--- src/lsb_pkg.sv ---
// Shared types and codes for the LSB payload extractor.
package lsb_pkg;

    // Width of the hidden length fields and the largest magic string.
    localparam int LengthBits = 32;
    localparam int MaxMagic   = 8;

    // Result kinds.
    localparam logic [1:0] KIND_EXT      = 2'd0;
    localparam logic [1:0] KIND_PAYLOAD  = 2'd1;
    localparam logic [1:0] KIND_MISMATCH = 2'd2;
    localparam logic [1:0] KIND_EMPTY    = 2'd3;

    // Configuration register indexes.
    localparam logic [1:0] REG_HEADER_SKIP = 2'd0;
    localparam logic [1:0] REG_MAGIC_LEN   = 2'd1;
    localparam logic [1:0] REG_MAGIC_VALUE = 2'd2;

    // Reset values of the configuration registers.
    localparam logic [9:0]  HEADER_SKIP_RST = 10'd54;
    localparam logic [3:0]  MAGIC_LEN_RST   = 4'd2;
    localparam logic [63:0] MAGIC_VALUE_RST = 64'd8998;

    // One input beat.
    typedef struct packed {
        logic [7:0] image_byte;
        logic       first;
    } t_in_item;

    // One result beat.
    typedef struct packed {
        logic [7:0] out_byte;
        logic [1:0] kind;
        logic       last;
    } t_out_item;

endpackage

--- src/lsb_stego_payload_extractor.sv ---
// Top level of the LSB steganography payload extractor.
//
//  Channel | Direction | Handshake              | Payload
//  --------+-----------+------------------------+------------------------------
//  input   | in        | i_valid / o_stall      | i_in  (image_byte, first)
//  output  | out       | o_valid / i_stall      | o_out (out_byte, kind, last)
//  config  | in        | APB psel/penable/pready| paddr, pwdata, prdata (64 bit)
//
// One image byte is decoded per cycle while o_stall is low; the decode state and
// any result are registered at the edge that accepts the beat.
// A skid register behind the output register keeps input flowing while the
// output side stalls; o_stall rises only when both hold a result.
// Reset is synchronous and active low; it restores the configuration reset
// values and starts decoding as if the next byte begins a new image.
module lsb_stego_payload_extractor (
    input  logic               i_clk,
    input  logic               i_rst_n,
    input  logic               i_valid,
    output logic               o_stall,
    input  lsb_pkg::t_in_item  i_in,
    output logic               o_valid,
    input  logic               i_stall,
    output lsb_pkg::t_out_item o_out,
    input  logic               psel,
    input  logic               penable,
    input  logic               pwrite,
    input  logic [4:0]         paddr,
    input  logic [63:0]        pwdata,
    output logic [63:0]        prdata,
    output logic               pready
);

    localparam logic [2:0] PH_SKIP    = 3'd0;
    localparam logic [2:0] PH_MAGIC   = 3'd1;
    localparam logic [2:0] PH_EXTLEN  = 3'd2;
    localparam logic [2:0] PH_EXT     = 3'd3;
    localparam logic [2:0] PH_DATALEN = 3'd4;
    localparam logic [2:0] PH_DATA    = 3'd5;
    localparam logic [2:0] PH_DONE    = 3'd6;

    localparam int LB = lsb_pkg::LengthBits;

    // Configuration registers.
    logic [9:0]  r_header_skip;
    logic [3:0]  r_magic_len;
    logic [63:0] r_magic_value;

    // Decode state.
    logic [2:0]    r_phase,     n_phase;
    logic [9:0]    r_skip,      n_skip;
    logic [4:0]    r_bit_count, n_bit_count;
    logic [LB-1:0] r_shift,     n_shift;
    logic [LB-1:0] r_remain,    n_remain;
    logic [3:0]    r_magic_idx, n_magic_idx;
    logic          r_mismatch,  n_mismatch;

    // Output and skid registers.
    logic               r_out_valid;
    lsb_pkg::t_out_item r_out;
    logic               r_skid_valid;
    lsb_pkg::t_out_item r_skid;

    logic               emit;
    lsb_pkg::t_out_item res;
    logic               in_accept;
    logic               out_take;
    logic               cfg_write;
    logic [1:0]         cfg_index;
    logic [3:0]         eff_len;

    assign pready    = 1'b1;
    assign cfg_write = psel && penable && pwrite;
    assign cfg_index = paddr[4:3];
    assign o_stall   = r_skid_valid;
    assign o_valid   = r_out_valid;
    assign o_out     = r_out;
    assign in_accept = i_valid && !r_skid_valid;
    assign out_take  = r_out_valid && !i_stall;

    // Register read-back.
    always_comb begin
        case (cfg_index)
            lsb_pkg::REG_HEADER_SKIP: prdata = {54'd0, r_header_skip};
            lsb_pkg::REG_MAGIC_LEN:   prdata = {60'd0, r_magic_len};
            lsb_pkg::REG_MAGIC_VALUE: prdata = r_magic_value;
            default:                  prdata = 64'd0;
        endcase
    end

    // Configuration writes.
    always_ff @(posedge i_clk) begin
        if (!i_rst_n) begin
            r_header_skip <= lsb_pkg::HEADER_SKIP_RST;
            r_magic_len   <= lsb_pkg::MAGIC_LEN_RST;
            r_magic_value <= lsb_pkg::MAGIC_VALUE_RST;
        end else if (cfg_write) begin
            case (cfg_index)
                lsb_pkg::REG_HEADER_SKIP: r_header_skip <= pwdata[9:0];
                lsb_pkg::REG_MAGIC_LEN:   r_magic_len   <= pwdata[3:0];
                lsb_pkg::REG_MAGIC_VALUE: r_magic_value <= pwdata;
                default: ;
            endcase
        end
    end

    // Magic length is clamped to the largest supported string.
    assign eff_len = (r_magic_len > 4'(lsb_pkg::MaxMagic)) ? 4'(lsb_pkg::MaxMagic)
                                                            : r_magic_len;

    // Next decode state and result for one image byte. The phases fall
    // through in order so that an empty field hands the byte to the next one.
    always_comb begin
        logic          cont;
        logic          bit_in;
        logic [LB-1:0] swn;
        logic [2:0]    byte_sel;
        logic [7:0]    want;
        logic [LB-1:0] len_val;

        n_phase     = r_phase;
        n_skip      = r_skip;
        n_bit_count = r_bit_count;
        n_shift     = r_shift;
        n_remain    = r_remain;
        n_magic_idx = r_magic_idx;
        n_mismatch  = r_mismatch;
        emit        = 1'b0;
        res         = '0;
        cont        = 1'b1;
        bit_in      = i_in.image_byte[0];
        byte_sel    = '0;
        want        = '0;
        len_val     = '0;

        if (i_in.first) begin
            n_phase     = PH_SKIP;
            n_skip      = '0;
            n_bit_count = '0;
            n_shift     = '0;
            n_remain    = '0;
            n_magic_idx = '0;
            n_mismatch  = 1'b0;
        end

        swn = {n_shift[LB-2:0], bit_in};

        // Header bytes are dropped.
        if (n_phase == PH_SKIP) begin
            if (n_skip < r_header_skip) begin
                n_skip = n_skip + 10'd1;
                cont   = 1'b0;
            end else begin
                n_phase = PH_MAGIC;
            end
        end

        // Magic characters are compared one at a time.
        if (cont && n_phase == PH_MAGIC) begin
            if (n_magic_idx >= eff_len) begin
                n_bit_count = '0;
                n_shift     = '0;
                swn         = {{(LB-1){1'b0}}, bit_in};
                if (n_mismatch) begin
                    n_phase = PH_DONE;
                    emit    = 1'b1;
                    res     = '{out_byte: 8'd0, kind: lsb_pkg::KIND_MISMATCH, last: 1'b1};
                    cont    = 1'b0;
                end else begin
                    n_phase = PH_EXTLEN;
                end
            end else begin
                cont = 1'b0;
                if (n_bit_count >= 5'd7) begin
                    n_bit_count = '0;
                    byte_sel    = 3'(eff_len - 4'd1 - n_magic_idx);
                    want        = r_magic_value[{byte_sel, 3'b000} +: 8];
                    if (swn[7:0] != want) begin
                        n_mismatch = 1'b1;
                    end
                    n_magic_idx = n_magic_idx + 4'd1;
                    n_shift     = '0;
                    if (n_magic_idx >= eff_len) begin
                        if (n_mismatch) begin
                            n_phase = PH_DONE;
                            emit    = 1'b1;
                            res     = '{out_byte: 8'd0, kind: lsb_pkg::KIND_MISMATCH,
                                        last: 1'b1};
                        end else begin
                            n_phase = PH_EXTLEN;
                        end
                    end
                end else begin
                    n_bit_count = n_bit_count + 5'd1;
                    n_shift     = {{(LB-8){1'b0}}, swn[7:0]};
                end
            end
        end

        // Extension length; a set sign bit counts as zero.
        if (cont && n_phase == PH_EXTLEN) begin
            cont = 1'b0;
            if (n_bit_count >= 5'(LB - 1)) begin
                n_bit_count = '0;
                len_val     = swn[LB-1] ? '0 : swn;
                n_remain    = len_val;
                n_shift     = '0;
                n_phase     = (len_val != '0) ? PH_EXT : PH_DATALEN;
            end else begin
                n_bit_count = n_bit_count + 5'd1;
                n_shift     = swn;
            end
        end

        // Extension characters.
        if (cont && n_phase == PH_EXT) begin
            cont = 1'b0;
            if (n_bit_count >= 5'd7) begin
                n_bit_count = '0;
                n_shift     = '0;
                n_remain    = n_remain - LB'(1);
                if (n_remain == '0) begin
                    n_phase = PH_DATALEN;
                end
                emit = 1'b1;
                res  = '{out_byte: swn[7:0], kind: lsb_pkg::KIND_EXT, last: 1'b0};
            end else begin
                n_bit_count = n_bit_count + 5'd1;
                n_shift     = {{(LB-8){1'b0}}, swn[7:0]};
            end
        end

        // Payload length; zero finishes the image.
        if (cont && n_phase == PH_DATALEN) begin
            cont = 1'b0;
            if (n_bit_count >= 5'(LB - 1)) begin
                n_bit_count = '0;
                len_val     = swn[LB-1] ? '0 : swn;
                n_remain    = len_val;
                n_shift     = '0;
                if (len_val == '0) begin
                    n_phase = PH_DONE;
                    emit    = 1'b1;
                    res     = '{out_byte: 8'd0, kind: lsb_pkg::KIND_EMPTY, last: 1'b1};
                end else begin
                    n_phase = PH_DATA;
                end
            end else begin
                n_bit_count = n_bit_count + 5'd1;
                n_shift     = swn;
            end
        end

        // Payload bytes.
        if (cont && n_phase == PH_DATA) begin
            if (n_bit_count >= 5'd7) begin
                n_bit_count = '0;
                n_shift     = '0;
                n_remain    = n_remain - LB'(1);
                if (n_remain == '0) begin
                    n_phase = PH_DONE;
                end
                emit = 1'b1;
                res  = '{out_byte: swn[7:0], kind: lsb_pkg::KIND_PAYLOAD,
                         last: (n_remain == '0)};
            end else begin
                n_bit_count = n_bit_count + 5'd1;
                n_shift     = {{(LB-8){1'b0}}, swn[7:0]};
            end
        end
    end

    // Decode state advances on each accepted beat.
    always_ff @(posedge i_clk) begin
        if (!i_rst_n) begin
            r_phase     <= PH_SKIP;
            r_skip      <= '0;
            r_bit_count <= '0;
            r_shift     <= '0;
            r_remain    <= '0;
            r_magic_idx <= '0;
            r_mismatch  <= 1'b0;
        end else if (in_accept) begin
            r_phase     <= n_phase;
            r_skip      <= n_skip;
            r_bit_count <= n_bit_count;
            r_shift     <= n_shift;
            r_remain    <= n_remain;
            r_magic_idx <= n_magic_idx;
            r_mismatch  <= n_mismatch;
        end
    end

    // Output register with a skid register behind it.
    always_ff @(posedge i_clk) begin
        if (!i_rst_n) begin
            r_out_valid  <= 1'b0;
            r_skid_valid <= 1'b0;
        end else if (r_skid_valid) begin
            if (out_take) begin
                r_out_valid  <= 1'b1;
                r_skid_valid <= 1'b0;
            end
        end else if (!r_out_valid || out_take) begin
            r_out_valid <= in_accept && emit;
        end else if (in_accept && emit) begin
            r_skid_valid <= 1'b1;
        end
    end

    always_ff @(posedge i_clk) begin
        if (r_skid_valid) begin
            if (out_take) begin
                r_out <= r_skid;
            end
        end else if (!r_out_valid || out_take) begin
            if (in_accept && emit) begin
                r_out <= res;
            end
        end else if (in_accept && emit) begin
            r_skid <= res;
        end
    end

endmodule
--- config.mk ---
export PLATFORM = sky130hd
export DESIGN_NAME = lsb_stego_payload_extractor
export DESIGN_NICKNAME = d
export VERILOG_FILES = /design/src/lsb_pkg.sv /design/src/lsb_stego_payload_extractor.sv
export SDC_FILE = /design/constraint.sdc
export NUM_CORES = 1
export LEC_CHECK = 0
export ABC_AREA = 1
export BUFFER_PORTS_ARGS = -buffer_cell sky130_fd_sc_hd__clkbuf_2
export CAP_MARGIN = 20
export CORE_MARGIN = 2
export CORE_UTILIZATION = 41
export DETAILED_ROUTE_END_ITERATION = 7
export GPL_TIMING_DRIVEN = 0
export SLEW_MARGIN = 20
export SYNTH_ARGS = -nofsm -noshare
export SYNTH_HDL_FRONTEND = slang
export SYNTH_SLANG_ARGS = --single-unit
--- constraint.sdc ---
create_clock -name i_clk -period 9.49 [get_ports i_clk]
set_input_delay 2.847 -clock i_clk [delete_from_list [all_inputs] [get_ports i_clk]]
set_output_delay 2.847 -clock i_clk [all_outputs]
set_load 0.01 [all_outputs]
==> qor.txt <==
Mean Syn Cell Area = 5.72 um^2
Asr flop ratio synth = 0
Routed len/inst = 18.8 um
1st-pass router iterations = 6
Slowest stage delay, CP = 0.55 ns
First-pass GRT wire length = 101 mm
Pre-CTS setup slack = -2.88 ns
Power Density = 91.3 mW/mm^2
Ports = 163
Total CTS buffers = 17
Initial Utilization = 0.416
Max-cap viol count = 0
Clk_skew = 0.0180 ns
Fill cells = 4,048
Placed inst area = 0.0172 mm^2
Worst Setup End Kind = register
H-tree depth = 4
Total GRT Usage = 0.333
Final worst setup slack = 0.247 ns
Final Max Slew Viols = 0
Seq/Total Area, Yosys = 0.253
# clock sinks = 188
Hold Crit Class = register to register
Largest net degree at the start of global routing = 19
Area Growth Syn to Fin = 26.2%
Peak fanout along the critical path = 10
Die area = 0.0399 mm^2
Via Count = 19,177
Hold WS = 0.470 ns
Root Driver = clkbuf_16
Fin crit share = 0.974
Minimum clock period = 9.24 ns
Post-detailed-route count of antenna-violating nets = 0
Vias in the first global route = 17,656
Hold_buf cts = 0
Inserted Diodes = 0
Outcome = completed
Max-Slew Margin vs Limit = 0.409
Yosys warning count = 0
Mapped Area = 0.0157 mm^2
TritonCTS clock tree = yes
Required @ worst endpoint = 9.82 ns
Fmax = 108 MHz
Core Box Area = 0.0378 mm^2
Final core occ = 0.525
GR Overflow Total = 0
# rows = 71
Worst Setup Start Kind = primary input
Ys flop type = dfxtp_1
DRC = 0
Post-synthesis cell type count = 55
Critical Path AT = 9.58 ns
Worst vdd ir = 119 uV
Setup violations, final = 0
Most used cell, CP = nand3_1
Die height = 200 um
I/O Buffers = 150
Final Hold Fails = 0
Reg clk slew, reported paths = 0.08 ns
WS Path Type = primary input to register
Vias per cell = 5.42
Post-synthesis cell count = 2,749
Clk_lat worst skew = 0.48 ns
Actual slew at the worst max-slew pin = 0.886 ns
Fraction of layout cells with a size suffix above 1 = 0.204
Dpl hpwl = 52.7 mm
Initial antenna violation count = 0
Final WL = 66.6 mm
Number of synthesized register bits = 188
Final instance area = 0.0198 mm^2
Die width = 200 um
Post-synth EDFFs = 22
LEAKAGE = 9.51 nW
Clk buf depth = 2
Gpl congestion = 1.01
Net count, final = 3,127
DR iter-0 viols = 1,596
Mapped Nets = 2,865
Slowest cell on the critical path = fa_1
Total power = 1.81 mW
-- sequential cells by signal, summed over array words and instances (netlist names) --
name / flops
r_skid: 11
r_magic_len: 4
o_stall: 1
r_magic_idx: 4
o_valid: 1
o_out: 11
r_skip: 10
r_shift: 31
r_magic_value: 64
r_remain: 32
r_bit_count: 5
r_header_skip: 10
r_mismatch: 1
r_phase: 3
-- report_power, final --
group	leakage, nW	internal, mW	switching, mW
combinational	7.67	0.0827	0.170
sequential	1.55	0.817	0.00703
clock	0.284	0.369	0.365
total	9.51	1.27	0.542
-- final cells by class --
cell class	count	area (um^2)	share of cell area
clock inverter	12	118	0.00593
inverter	328	1280	0.0647
clock buffer	20	467	0.0235
tap	511	639	0.0322
timing repair buffer	249	1640	0.0828
sequential	188	3980	0.201
buffer	140	871	0.0439
multi-input combinational	2087	10800	0.546
-- layout by cell type, fill, tap and decap left out, types with 7 or more instances in the layout --
cell	Yosys	layout
o22ai_1	9	9
dfxtp_1	166	166
o21ai_0	211	206
clkbuf_16	0	20
nor2_1	337	265
inv_1	305	290
nand2_1	825	760
buf_4	10	95
nor3_1	9	9
o21a_1	18	18
clkbuf_2	0	153
nor2_2	27	57
clkbuf_1	78	71
a211oi_1	24	24
inv_2	17	22
inv_6	0	11
xor2_1	14	13
nand4_1	18	18
nand3_2	3	27
buf_2	31	16
buf_12	0	7
ha_1	30	18
buf_8	0	9
buf_6	12	18
a21oi_1	149	148
buf_1	15	12
nand2_2	9	58
o211ai_1	26	26
nand3b_1	12	12
o31ai_1	7	7
nand3_4	1	9
o21ai_2	0	7
a31oi_1	23	22
edfxtp_1	22	22
nand2_4	3	17
nand3_1	278	246
nor2_4	2	44
o21ai_1	18	15
-- path summary, 6_finish.rpt --
| check | start | end | cells after the start | slack (ns) |
|---|---|---|---|---|
| max reg2reg | r_magic_len[0] | r_phase[0] | 53 | 2.33 |
| min | r_shift[25] | r_shift[25] | 2 | 0.47 |
| max | i_in[0] | r_phase[0] | 55 | 0.25 |
| min reg2reg | r_shift[25] | r_shift[25] | 2 | 0.47 |
-- metal layers --
layer | track usage | wire, um | vias up
met3 | 0.0543 | 4760 | 110
met1 | 0.438 | 29100 | 8872
met4 | 0.141 | 2650 | 0
met2 | 0.542 | 30100 | 785
met5 | 0 | 0 | -
li1 | - | - | 9410
-- cells by family (layout without fill, tap and decap cells) --
| family | Yosys count | in the layout | share of synthesized area |
|---|---|---|---|
| AO/OA/AOI/OAI | 501 | 501 | 0.178 |
| flip-flops | 188 | 188 | 0.253 |
| adder cells (fa/ha/maj) | 31 | 31 | 0.0251 |
| XOR/XNOR | 16 | 16 | 0.00891 |
| AND/OR/NAND/NOR | 1538 | 1538 | 0.410 |
| other | 1 | 1 | 0.000239 |
| buffers and inverters | 474 | 749 | 0.124 |
-- what timing repair did --
action,CTS,global route
buffers inserted,54,39
gates cloned,4,2
pin swaps,63,76
resized for setup,219,140
endpoints found under the setup margin,116,110
-- worst max-delay path, delay by kind of cell --
kind	cells	cell delay, ns
buf+inv	12	1.40
simple gates	35	3.67
compound gates	4	0.49
fa+ha+maj	4	1.13
-- cells in the mapped netlist, types with 22 or more instances --
cell	instances	area (um^2)
ha_1	30	375
nand3_1	278	1390
inv_1	305	1140
a21oi_1	149	746
o21ai_0	211	1060
edfxtp_1	22	661
o211ai_1	26	195
buf_2	31	155
a211oi_1	24	180
nor2_2	27	169
a31oi_1	23	144
dfxtp_1	166	3320
nand2_1	825	3100
nor2_1	337	1260
clkbuf_1	78	293
-- stage by stage --
| step | std cells | setup TNS (ns) |
|---|---|---|
| after floorplan | 2749 | 0 |
| after global routing | 3535 | -0.153 |
| after global placement | 3410 | -257.01 |
| final | 3535 | 0 |
| after detailed placement | 3410 | -267.89 |
| after CTS | 3498 | 0 |
Note: power is estimated with default switching activity, not from simulation.
